[src/brle_pkg.sv]
// Shared types and constants for the bit run-length encoder.
// Used by the input queue, the bit scanner and the top level; depends on nothing.
package brle_pkg;

    localparam int unsigned DATA_W      = 32;
    localparam int unsigned COUNT_W     = 31;
    localparam int unsigned QUEUE_DEPTH = 2;
    localparam int unsigned QPTR_W      = 1;

    // Largest run length minus one that the count field can hold.
    localparam logic [COUNT_W-1:0] COUNT_MAX = {COUNT_W{1'b1}};

    // One input item as it sits in the queue.
    typedef struct packed {
        logic [DATA_W-1:0] data_word;
        logic              end_of_stream;
    } item_t;

    // One result item as it sits in the output register.
    typedef struct packed {
        logic [DATA_W-1:0] run_word;
        logic              last_of_item;
        logic              final_run;
    } result_t;

    // Sequencer states of the bit scanner.
    typedef enum logic [1:0] {
        S_IDLE,
        S_SCAN,
        S_DRAIN,
        S_FLUSH
    } scan_state_t;

endpackage

[src/brle_queue.sv]
// Input queue of the encoder: a short register queue between the port and the scanner.
// Depends on brle_pkg for the item type and the queue depth.
module brle_queue (
    input  logic            clk,
    input  logic            rst_n,
    input  logic            in_valid,
    input  brle_pkg::item_t in_item,
    output logic            in_stall,
    output logic            out_valid,
    output brle_pkg::item_t out_item,
    input  logic            out_take
);
    import brle_pkg::*;

    item_t             entries_reg [QUEUE_DEPTH];
    logic [QPTR_W-1:0] wr_ptr_reg;
    logic [QPTR_W-1:0] wr_ptr_next;
    logic [QPTR_W-1:0] rd_ptr_reg;
    logic [QPTR_W-1:0] rd_ptr_next;
    logic [QPTR_W:0]   fill_reg;
    logic [QPTR_W:0]   fill_next;
    logic              push;
    logic              pop;

    // The queue is full or empty by its fill count alone.
    assign in_stall  = (fill_reg == (QPTR_W+1)'(QUEUE_DEPTH));
    assign out_valid = (fill_reg != '0);
    assign out_item  = entries_reg[rd_ptr_reg];
    assign push      = in_valid && !in_stall;
    assign pop       = out_take && out_valid;

    // Pointer and fill count updates.
    always_comb
    begin
        wr_ptr_next = wr_ptr_reg;
        rd_ptr_next = rd_ptr_reg;
        fill_next   = fill_reg;
        if (push)
        begin
            wr_ptr_next = (wr_ptr_reg == QPTR_W'(QUEUE_DEPTH-1)) ? '0
                                                               : wr_ptr_reg + QPTR_W'(1);
        end
        if (pop)
        begin
            rd_ptr_next = (rd_ptr_reg == QPTR_W'(QUEUE_DEPTH-1)) ? '0
                                                               : rd_ptr_reg + QPTR_W'(1);
        end
        if (push && !pop)
        begin
            fill_next = fill_reg + (QPTR_W+1)'(1);
        end
        else if (pop && !push)
        begin
            fill_next = fill_reg - (QPTR_W+1)'(1);
        end
    end

    // Control registers.
    always_ff @(posedge clk or negedge rst_n)
    begin
        if (!rst_n)
        begin
            wr_ptr_reg <= '0;
            rd_ptr_reg <= '0;
            fill_reg   <= '0;
        end
        else
        begin
            wr_ptr_reg <= wr_ptr_next;
            rd_ptr_reg <= rd_ptr_next;
            fill_reg   <= fill_next;
        end
    end

    // Entry storage; payload needs no reset.
    always_ff @(posedge clk)
    begin
        if (push)
        begin
            entries_reg[wr_ptr_reg] <= in_item;
        end
    end

    // The fill count never passes the depth.
    a_fill_bound: assert property (@(posedge clk) disable iff (!rst_n)
        fill_reg <= (QPTR_W+1)'(QUEUE_DEPTH))
        else $error("queue fill count above depth");

endmodule

[src/brle_scan.sv]
// Bit scanner: walks each word one bit per cycle when the output is not stalled, tracks
// the pending run, drives the output register. Uses brle_pkg types, states, constants.
module brle_scan #(
    parameter int unsigned WORD_BITS = 32
) (
    input  logic              clk,
    input  logic              rst_n,
    input  logic              item_valid,
    input  brle_pkg::item_t   item,
    output logic              item_take,
    output logic              out_valid,
    output brle_pkg::result_t out_result,
    input  logic              out_stall
);
    import brle_pkg::*;

    localparam int unsigned CNT_W = $clog2(WORD_BITS);

    scan_state_t          state_reg;
    scan_state_t          state_next;
    logic [WORD_BITS-1:0] shift_reg;
    logic [WORD_BITS-1:0] shift_next;
    logic [CNT_W-1:0]     bits_left_reg;
    logic [CNT_W-1:0]     bits_left_next;
    logic                 eos_reg;
    logic                 eos_next;
    logic                 run_bit_reg;
    logic                 run_bit_next;
    logic [COUNT_W-1:0]   run_count_reg;
    logic [COUNT_W-1:0]   run_count_next;
    logic                 run_started_reg;
    logic                 run_started_next;
    logic                 held_valid_reg;
    logic                 held_valid_next;
    logic [DATA_W-1:0]    held_word_reg;
    logic [DATA_W-1:0]    held_word_next;
    logic                 out_valid_reg;
    logic                 out_valid_next;
    result_t              out_reg;
    result_t              out_next;

    logic                 can_push;
    logic                 push;
    result_t              push_val;
    logic                 cur_bit;
    logic                 scan_emit;
    logic [DATA_W-1:0]    emit_word;
    logic                 advance;
    logic                 done;
    logic                 load_ok;

    assign can_push   = !out_valid_reg || !out_stall;
    assign cur_bit    = shift_reg[WORD_BITS-1];
    assign emit_word  = {run_bit_reg, run_count_reg};
    assign out_valid  = out_valid_reg;
    assign out_result = out_reg;

    // Run decision for the bit at the head of the shift register.
    always_comb
    begin
        scan_emit = 1'b0;
        if (run_started_reg)
        begin
            if (cur_bit != run_bit_reg)
            begin
                scan_emit = 1'b1;
            end
            else if (run_count_reg == COUNT_MAX)
            begin
                scan_emit = 1'b1;
            end
        end
    end

    // A finished run is held back until it is known whether it ends the item's results.
    assign advance = !(scan_emit && held_valid_reg) || can_push;

    // Sequencer: next state, run tracking, pushes into the output register.
    always_comb
    begin
        state_next       = state_reg;
        shift_next       = shift_reg;
        bits_left_next   = bits_left_reg;
        eos_next         = eos_reg;
        run_bit_next     = run_bit_reg;
        run_count_next   = run_count_reg;
        run_started_next = run_started_reg;
        held_valid_next  = held_valid_reg;
        held_word_next   = held_word_reg;
        push             = 1'b0;
        push_val         = '0;
        done             = 1'b0;
        load_ok          = 1'b0;
        item_take        = 1'b0;

        unique case (state_reg)
            S_IDLE:
            begin
                load_ok = 1'b1;
            end
            S_SCAN:
            begin
                if (advance)
                begin
                    if (!run_started_reg)
                    begin
                        run_bit_next     = cur_bit;
                        run_count_next   = '0;
                        run_started_next = 1'b1;
                    end
                    else if (cur_bit == run_bit_reg && run_count_reg != COUNT_MAX)
                    begin
                        run_count_next = run_count_reg + COUNT_W'(1);
                    end
                    else
                    begin
                        run_bit_next   = cur_bit;
                        run_count_next = '0;
                    end
                    if (scan_emit)
                    begin
                        if (held_valid_reg)
                        begin
                            push     = 1'b1;
                            push_val = '{run_word: held_word_reg, last_of_item: 1'b0,
                                         final_run: 1'b0};
                        end
                        held_valid_next = 1'b1;
                        held_word_next  = emit_word;
                    end
                    shift_next     = shift_reg << 1;
                    bits_left_next = bits_left_reg - CNT_W'(1);
                    if (bits_left_reg == '0)
                    begin
                        state_next = S_DRAIN;
                    end
                end
            end
            S_DRAIN:
            begin
                if (!held_valid_reg)
                begin
                    if (eos_reg)
                    begin
                        state_next = S_FLUSH;
                    end
                    else
                    begin
                        done = 1'b1;
                    end
                end
                else if (can_push)
                begin
                    push            = 1'b1;
                    push_val        = '{run_word: held_word_reg, last_of_item: !eos_reg,
                                        final_run: 1'b0};
                    held_valid_next = 1'b0;
                    if (eos_reg)
                    begin
                        state_next = S_FLUSH;
                    end
                    else
                    begin
                        done = 1'b1;
                    end
                end
            end
            S_FLUSH:
            begin
                if (can_push)
                begin
                    push             = 1'b1;
                    push_val         = '{run_word: emit_word, last_of_item: 1'b1,
                                         final_run: 1'b1};
                    run_bit_next     = 1'b0;
                    run_count_next   = '0;
                    run_started_next = 1'b0;
                    done             = 1'b1;
                end
            end
            default:
            begin
                state_next = S_IDLE;
            end
        endcase

        // The next item is loaded as soon as the current one has finished.
        if (done)
        begin
            state_next = S_IDLE;
            load_ok    = 1'b1;
        end
        if (load_ok && item_valid)
        begin
            item_take      = 1'b1;
            shift_next     = WORD_BITS'(item.data_word);
            bits_left_next = CNT_W'(WORD_BITS - 1);
            eos_next       = item.end_of_stream;
            state_next     = S_SCAN;
        end
    end

    // Output register: loads on a push, empties once taken.
    always_comb
    begin
        out_valid_next = out_valid_reg;
        out_next       = out_reg;
        if (push)
        begin
            out_valid_next = 1'b1;
            out_next       = push_val;
        end
        else if (!out_stall)
        begin
            out_valid_next = 1'b0;
        end
    end

    // Control and run state registers.
    always_ff @(posedge clk or negedge rst_n)
    begin
        if (!rst_n)
        begin
            state_reg       <= S_IDLE;
            run_bit_reg     <= 1'b0;
            run_count_reg   <= '0;
            run_started_reg <= 1'b0;
            held_valid_reg  <= 1'b0;
            out_valid_reg   <= 1'b0;
        end
        else
        begin
            state_reg       <= state_next;
            run_bit_reg     <= run_bit_next;
            run_count_reg   <= run_count_next;
            run_started_reg <= run_started_next;
            held_valid_reg  <= held_valid_next;
            out_valid_reg   <= out_valid_next;
        end
    end

    // Payload registers.
    always_ff @(posedge clk)
    begin
        shift_reg     <= shift_next;
        bits_left_reg <= bits_left_next;
        eos_reg       <= eos_next;
        held_word_reg <= held_word_next;
        out_reg       <= out_next;
    end

    // A new item is only taken between scans.
    a_take_not_scanning: assert property (@(posedge clk) disable iff (!rst_n)
        item_take |-> (state_reg != S_SCAN))
        else $error("item taken in the middle of a scan");

    // No held run survives the end of an item.
    a_idle_nothing_held: assert property (@(posedge clk) disable iff (!rst_n)
        (state_reg == S_IDLE) |-> !held_valid_reg)
        else $error("held run left over while idle");

    // The flush always has a pending run and nothing held ahead of it.
    a_flush_ready: assert property (@(posedge clk) disable iff (!rst_n)
        (state_reg == S_FLUSH) |-> (run_started_reg && !held_valid_reg))
        else $error("flush without a pending run");

    // The stream's final run is always the last result of its item.
    a_final_is_last: assert property (@(posedge clk) disable iff (!rst_n)
        (out_valid_reg && out_reg.final_run) |-> out_reg.last_of_item)
        else $error("final run not marked last of item");

endmodule

[src/bit_run_length_encoder_core.sv]
// Bit run-length encoder, top level: input queue feeding the scanner, which examines
// one bit per cycle unless output stalls hold it. An item is registered in the queue,
// then scanned bit by bit in the scan state, then passes the drain state, and the flush
// state as well when end_of_stream is set. The scanner takes the next item only as the
// current one finishes, and output stalls can lengthen the scan, drain and flush.
// Reset: rst_n clears the queue, the output register and the run state (no run pending).
module bit_run_length_encoder_core #(
    parameter int unsigned WORD_BITS = 32
) (
    input  logic        clk,
    input  logic        rst_n,
    input  logic        in_valid,
    output logic        in_stall,
    input  logic [31:0] data_word,
    input  logic        end_of_stream,
    output logic        out_valid,
    input  logic        out_stall,
    output logic [31:0] run_word,
    output logic        last_of_item,
    output logic        final_run
);
    import brle_pkg::*;

    item_t   in_item;
    item_t   q_item;
    logic    q_valid;
    logic    q_take;
    result_t result;

    assign in_item = '{data_word: data_word, end_of_stream: end_of_stream};

    // Front: queue that accepts items independently of the scanner.
    brle_queue u_queue (
        .clk       (clk),
        .rst_n     (rst_n),
        .in_valid  (in_valid),
        .in_item   (in_item),
        .in_stall  (in_stall),
        .out_valid (q_valid),
        .out_item  (q_item),
        .out_take  (q_take)
    );

    // Back: bit scanner and output register.
    brle_scan #(
        .WORD_BITS (WORD_BITS)
    ) u_scan (
        .clk        (clk),
        .rst_n      (rst_n),
        .item_valid (q_valid),
        .item       (q_item),
        .item_take  (q_take),
        .out_valid  (out_valid),
        .out_result (result),
        .out_stall  (out_stall)
    );

    assign run_word     = result.run_word;
    assign last_of_item = result.last_of_item;
    assign final_run    = result.final_run;

endmodule
[config.mk]
export PLATFORM = sky130hd
export DESIGN_NAME = bit_run_length_encoder_core
export DESIGN_NICKNAME = d
export VERILOG_FILES = /design/src/brle_pkg.sv /design/src/brle_queue.sv /design/src/brle_scan.sv /design/src/bit_run_length_encoder_core.sv
export SDC_FILE = /design/constraint.sdc
export NUM_CORES = 1
export LEC_CHECK = 0
export BUFFER_PORTS_ARGS = -buffer_cell sky130_fd_sc_hd__buf_2
export CORE_MARGIN = 2
export CORE_UTILIZATION = 35
export DETAILED_ROUTE_END_ITERATION = 8
export PLACE_DENSITY_LB_ADDON = 0.05
export REMOVE_ABC_BUFFERS = 1
export SKIP_CTS_REPAIR_TIMING = 1
export SYNTH_ARGS = -nofsm -noshare
export SYNTH_HDL_FRONTEND = slang
export SYNTH_SLANG_ARGS = --single-unit
[constraint.sdc]
create_clock -name clk -period 11.7 [get_ports clk]
set_clock_uncertainty 0.1 [all_clocks]
set_input_delay 0.585 -clock clk [delete_from_list [all_inputs] [get_ports clk]]
set_output_delay 0.585 -clock clk [all_outputs]
set_load 0.05 [all_outputs]
==> run summary, run 1 <==
Top cells by area in the synthesized netlist: edfxtp_1 (57%), dfrtp_1 (12%), mux2i_1 (3.8%), a22o_1 (3.3%), a21oi_1 (2.3%)
Reg-to-reg critical path startpoint: u_scan.run_count_reg[8]$_DFFE_PN0P_
Area after DPL: 9390 µm²
Top delay family on crit path: simple AND/OR/NAND/NOR gates
Register area: 6080 µm²
Crit path max fanout: 34
Multi-input combinational cell area: 2450 µm²
Core Util, Final: 41.7%
Final antenna-violating net count: 0
CTS Buffer Depth: 3
Max-cap check violation count: 0
Setup TNS Final: 0 ps
Fillers: 2,304
Largest net degree at the start of global routing: 67
Post-synthesis sequential area ratio: 69.5%
Post-synth EDFFs: 165
Worst Path Arrival: 4180 ps
Min-Delay Path Class: in2async
Buffers on Ports: 72
Die height: 162 µm
DP HPWL: 10.4 mm
Final hold vios: 0
Post-synthesis cell area: 8750 µm²
Drt pass-1 iters: 4
Area leader, netlist: edfxtp_1
Fin. max-slew vios: 0
Via count: 5,261
Core area: 24,400 µm²
Via density: 5.03
First-pass GRT wire length: 28.2 mm
Drt total wl: 17.4 mm
Initial core utilization: 35.9%
Setup-failing EPs final: 0
Remaining Overflow, GRT: 0
Htree depth: 1
Unrepaired setup endpoints after global routing: false
WL/cell: 16.7 µm
Kind of critical path: reg2reg
Crit path cell chain: nand4_2 > or4_1 > o31ai_4 > nand4_2 > and3b_1 > nor2_4
Ports: 73
Most used cell, CP: nand4_2
Leak: 3.78 nW
PD cells: 297 nW/µm²
Ys Warns: 0
DIE AREA: 26,300 µm²
Diodes inserted: 0
Share of post-route cells with drive strength above 1: 18.2%
# clock sinks: 211
Layout net count: 749
Ys async rst share: 19.4%
Post-synth top flop: edfxtp_1
Area delta synth->final: 16.4%
Yosys top cell area share: 56.7%
Measured slew at the worst slew-check pin: 1090 ps
Synth Register Bits: 211
Startpoint types: flop
Period utilization: 35.5%
GRT Util Overall: 13.4%
CTS tree: done
Kind of end point of the critical path: flop
DRC: 0
Worst Setup SP: u_scan.run_count_reg[8]$_DFFE_PN0P_
Syn Area/Cell: 13.8 µm²
Min Tclk post-route: 4160 ps
Final Cell Area: 10,200 µm²
Max frequency: 240 MHz
Slowest cell on crit path: o31ai_4
Worst-Skew Late Latency: 510 ps
RePlAce Congestion: 0.765
CP Buf/Inv Count: 0
Final worst slack: 7540 ps
Mapped Cells: 634
Post-synth cell types: 57
Antenna violations before repair: 0
Root Buffer Master: clkbuf_16
Status: complete, no violations
Worst EP required: 11,720 ps
Worst slew margin: 27.5%
Pre-CTS WS: 7540 ps
Max incr delay on CP: 920 ps
1st-iter DRT viols: 322
Overall Power: 3.02 mW
CTS buffer count: 24
Num rows: 57
Largest register FFs: 66
Clock-pin slew on the worst setup and hold paths: 60 ps
Vias in the first global route: 5,321
Die width: 162 µm
Peak VDD IR: 0.000120 V
-- cell usage in the layout (no fill, tap or decap), drive strengths merged, types with 4 or more instances in the layout --
cell type,instances
a21o,8
a21oi,41
a22o,33
and3,4
buf,76
clkbuf,37
clkinv,5
dfrtp,41
dfxtp,5
edfxtp,165
ha,8
inv,16
mux2i,33
nand2,35
nand3,20
nand4,8
nor2,48
nor3,28
o211ai,4
o21ai,43
o31ai,4
o41ai,4
or2,5
or3,10
xnor2,4
xor2,6
-- synthesized netlist by cell type, types with 5 or more instances --
library cell  instances
buf_2                 6
dfrtp_1              41
or3_1                10
nor3_1               27
a21oi_1              40
ha_1                  8
nand4_1               6
xor2_1                6
o21ai_1              11
mux2i_1              33
or2_2                 5
nor2_1               47
o21ai_0              31
dfxtp_1               5
edfxtp_1            165
a22o_1               33
nand2_1              35
clkbuf_1             13
buf_6                 8
a21o_1                8
inv_1                16
nand3_1              20
-- layer usage --
metal	routed length, µm	global-route usage, %
met5	0	0
met4	357	3.78
met3	713	2.68
met2	8840	24.3
met1	7520	16.2
-- through the flow --
step | instances | hold WS, ps
5_1_grt | 1045 | 141
3_5_place_dp | 1002 | 394
6_report | 1045 | 157
2_1_floorplan | 602 | 189
3_3_place_gp | 1002 | 384
4_1_cts | 1045 | 139
-- where the power goes --
group	internal (mW)	switching [mW]
logic	0.291	0.726
registers	1.15	0.115
clock network	0.459	0.282
total	1.90	1.12
-- final cells by class --
type	count	area share, %
clock buffers	37	6.98
well taps	324	3.98
flip-flops and latches	211	59.8
inverters	17	0.627
repair buffers	76	3.84
multi-input cells	374	24.1
clock inverters	6	0.750
-- cells by family (layout without fill, tap and decap cells) --
family | after synthesis | count (layout) | synth area share [%]
AND/OR/NAND/NOR | 170 | 170 | 9.46
flip-flops | 211 | 211 | 69.5
AO/OA/AOI/OAI | 151 | 151 | 11.9
multiplexers | 35 | 35 | 4.03
XOR/XNOR | 10 | 10 | 1.00
buffers and inverters | 49 | 136 | 2.92
adder cells (fa/ha/maj) | 8 | 8 | 1.14
-- path summary, 6_finish.rpt --
| check | to | slack, ps | cells past startpoint |
|---|---|---|---|
| setup reg to reg | u_scan.out_result[23]$_DFFE_PP_ | 7540 | 6 |
| setup / recovery | u_scan.out_result[23]$_DFFE_PP_ | 7540 | 6 |
| hold / removal | u_scan.state_reg[1]$_DFFE_PN0P_ | 160 | 1 |
| max in group asynchronous | u_queue.rd_ptr_reg$_DFFE_PN0P_ | 10600 | 1 |
| hold reg to reg | u_scan.held_word_reg[30]$_DFFE_PP_ | 400 | 0 |
| min in group clk | u_queue.entries_reg[0][18]$_DFFE_PP_ | 170 | 1 |
No activity file was read; power rests on OpenSTA's default activity.
==> run 2: changes to the inputs <==
Clock period 11.7 ns to 3.95 ns, I/O delays scaled along.
==> run 2 against run 1 <==
  * First-iteration DRC count fell by 9.6%
  * Via count rose by 3.1%
  * Critical path depth rose by 1
  * Highest routed layer unchanged
  * Largest cell class unchanged
  * Critical path type unchanged
==> run summary, run 2 (synthesized netlist as in run 1, its figures left out) <==
CTS tree: done
P_sw: 3.30 mW (+190%)
First-pass GRT wire length: 28.3 mm (about the same)
Ports: 73 (unchanged)
Routed length on met1: 7.42 mm (-1.3%)
Top delay family on crit path: simple AND/OR/NAND/NOR gates
Max incr delay on CP: 720 ps (-200 ps)
Diodes inserted: 0 (unchanged)
CP Buf/Inv Count: 1 (+1)
Cell Int Power: 5.63 mW (+200%)
Remaining Overflow, GRT: 0 (unchanged)
GRT Util Overall: 13.3% (-0.13 points)
Root Buffer Master: clkbuf_16
Sequential group share of total power: 41.7% (about the same)
PD cells: 846 nW/µm² (+180%)
Peak VDD IR: 0.000410 V (+240%)
Setup-failing EPs final: 0 (unchanged)
Unrepaired setup endpoints after global routing: false
Min Tclk post-route: 3130 ps (-1030 ps)
Leak: 3.96 nW (+4.8%)
Worst slew margin: 28.9% (+1.4 points)
Placed insts: 1,011 (+0.90%)
Max-cap check violation count: 0 (unchanged)
Layout net count: 793 (+5.9%)
Worst Path Arrival: 3180 ps (-1000 ps)
Antenna violations before repair: 0 (unchanged)
Status: complete, no violations
Period utilization: 79.3% (+44 points)
Most used cell, CP: nand4_2
WL met2: 8.52 mm (-3.6%)
Initial core utilization: 35.9% (unchanged)
DP HPWL: 10.6 mm (+2.0%)
Crit path cell chain: nand4_2 > or4_1 > o31ai_4 > nand4_2 > and3b_1 > nor2_4 > buf_4
Kind of critical path: reg2reg
Startpoint types: flop
Kind of end point of the critical path: flop
Drt total wl: 17.0 mm (-2.2%)
Drt pass-1 iters: 5 (+1)
Largest net degree at the start of global routing: 66 (-1.5%)
Switch share: 37.0% (-0.21 points)
Area delta synth->final: 20.8%
WL met3: 656 µm (-8.0%)
Clock-pin slew on the worst setup and hold paths: 60 ps (about the same)
Final hold vios: 0 (unchanged)
Min-Delay Path Class: in2reg
Worst-Skew Late Latency: 510 ps (about the same)
Worst EP required: 4000 ps (-7720 ps)
Die width: 162 µm (unchanged)
Vias in the first global route: 5,425 (+2.0%)
Measured slew at the worst slew-check pin: 1060 ps (-21.3 ps)
Commonest non-fill, non-tap cell in the layout: edfxtp_1
Largest register FFs: 66 (unchanged)
CTS buffer count: 24 (unchanged)
Non-Filler Instances: 1,090 (+4.3%)
Fin. max-slew vios: 0 (unchanged)
Combinational share of power: 34.6% (+0.9 points)
Fillers: 2,310 (+0.26%)
Crit path max fanout: 34 (unchanged)
Clk pwr share: 23.7% (-0.8 points)
Most frequent cells in the layout: edfxtp_1 (165), buf_2 (72), nor2_1 (45)
Final antenna-violating net count: 0 (unchanged)
Max frequency: 319 MHz (+33%)
Num rows: 57 (unchanged)
Die height: 162 µm (unchanged)
1st-iter DRT viols: 291 (-9.6%)
Share of post-route cells with drive strength above 1: 18.4% (+0.24 points)
RePlAce Congestion: 0.791 (+3.4%)
WL/cell: 15.6 µm (-6.2%)
Top sig layer: met4
Htree depth: 1 (unchanged)
CTS Buffer Depth: 3 (unchanged)
Via density: 4.98 (-1.1%)
DRC: 0 (unchanged)
Slowest cell on crit path: or4_1
Buffers on Ports: 72 (unchanged)
Via count: 5,426 (+3.1%)
Setup TNS Final: 0 ps (unchanged)
Core area: 24,400 µm² (unchanged)
# clock sinks: 211 (unchanged)
DIE AREA: 26,300 µm² (unchanged)
run 2: power groups by stage:
stage	sequential [mW]	combinational, mW	clock, mW
CTS	3.74	3.13	2.19
detailed placement	3.78	3.13	0
floorplan	4.28	1.70	0
global placement	3.76	3.07	0
finish	3.72	3.09	2.12
global route	3.81	3.41	2.29
run 2: metal layers:
metal	global-route usage (%)	vias up
met5	0	-
met2	24.0	113
met3	2.55	33
li1	-	2647
met4	3.86	0
met1	16.2	2633
run 2: worst register-to-register path, cell delays in order (launching register included):
cell and delay [ps]:
dfrtp_1 470, nand4_2 200, or4_1 720, o31ai_4 310
nand4_2 170, and3b_1 270, nor2_4 80, buf_4 420
run 2: cell type report:
type | instances | area [µm²] | area share [%]
clock buffer | 39 | 708 | 6.71
clock inverter | 5 | 50.0 | 0.474
inverter | 17 | 63.8 | 0.604
multi-input combinational | 374 | 2440 | 23.1
sequential | 211 | 6080 | 57.6
tap | 324 | 405 | 3.84
timing repair buffer | 120 | 808 | 7.65
run 2: stage by stage:
| step | total power, mW | utilization [%] | cell area (µm²) | hold slack [ps] | worst slack (ps) |
|---|---|---|---|---|---|
| floorplan | 5.98 | - | 8550 | -198 | -1830 |
| global placement | 6.84 | 38.8 | 9450 | 285 | 838 |
| detailed placement | 6.91 | 38.8 | 9450 | 289 | 786 |
| CTS | 9.07 | 41.9 | 10200 | -247 | 766 |
| global route | 9.50 | 43.3 | 10600 | 41.6 | 598 |
| finish | 8.93 | 43.3 | 10600 | 13.2 | 816 |
run 2: final timing paths:
check	cells after the start	from	endpoint	slack, ps
min	3	out_stall	u_scan.out_valid$_DFFE_PN0P_	10
max reg2reg	7	u_scan.run_count_reg[9]$_DFFE_PN0P_	u_scan.out_result[32]$_DFFE_PP_	820
max in group asynchronous	2	rst_n	u_queue.rd_ptr_reg$_DFFE_PN0P_	2780
max	7	u_scan.run_count_reg[9]$_DFFE_PN0P_	u_scan.out_result[32]$_DFFE_PP_	820
min in group asynchronous	2	rst_n	u_scan.held_valid_reg$_DFFE_PN0P_	300
min reg2reg	2	u_scan.bits_left_reg[1]$_SDFFE_PN1P_	u_scan.bits_left_reg[1]$_SDFFE_PN1P_	420
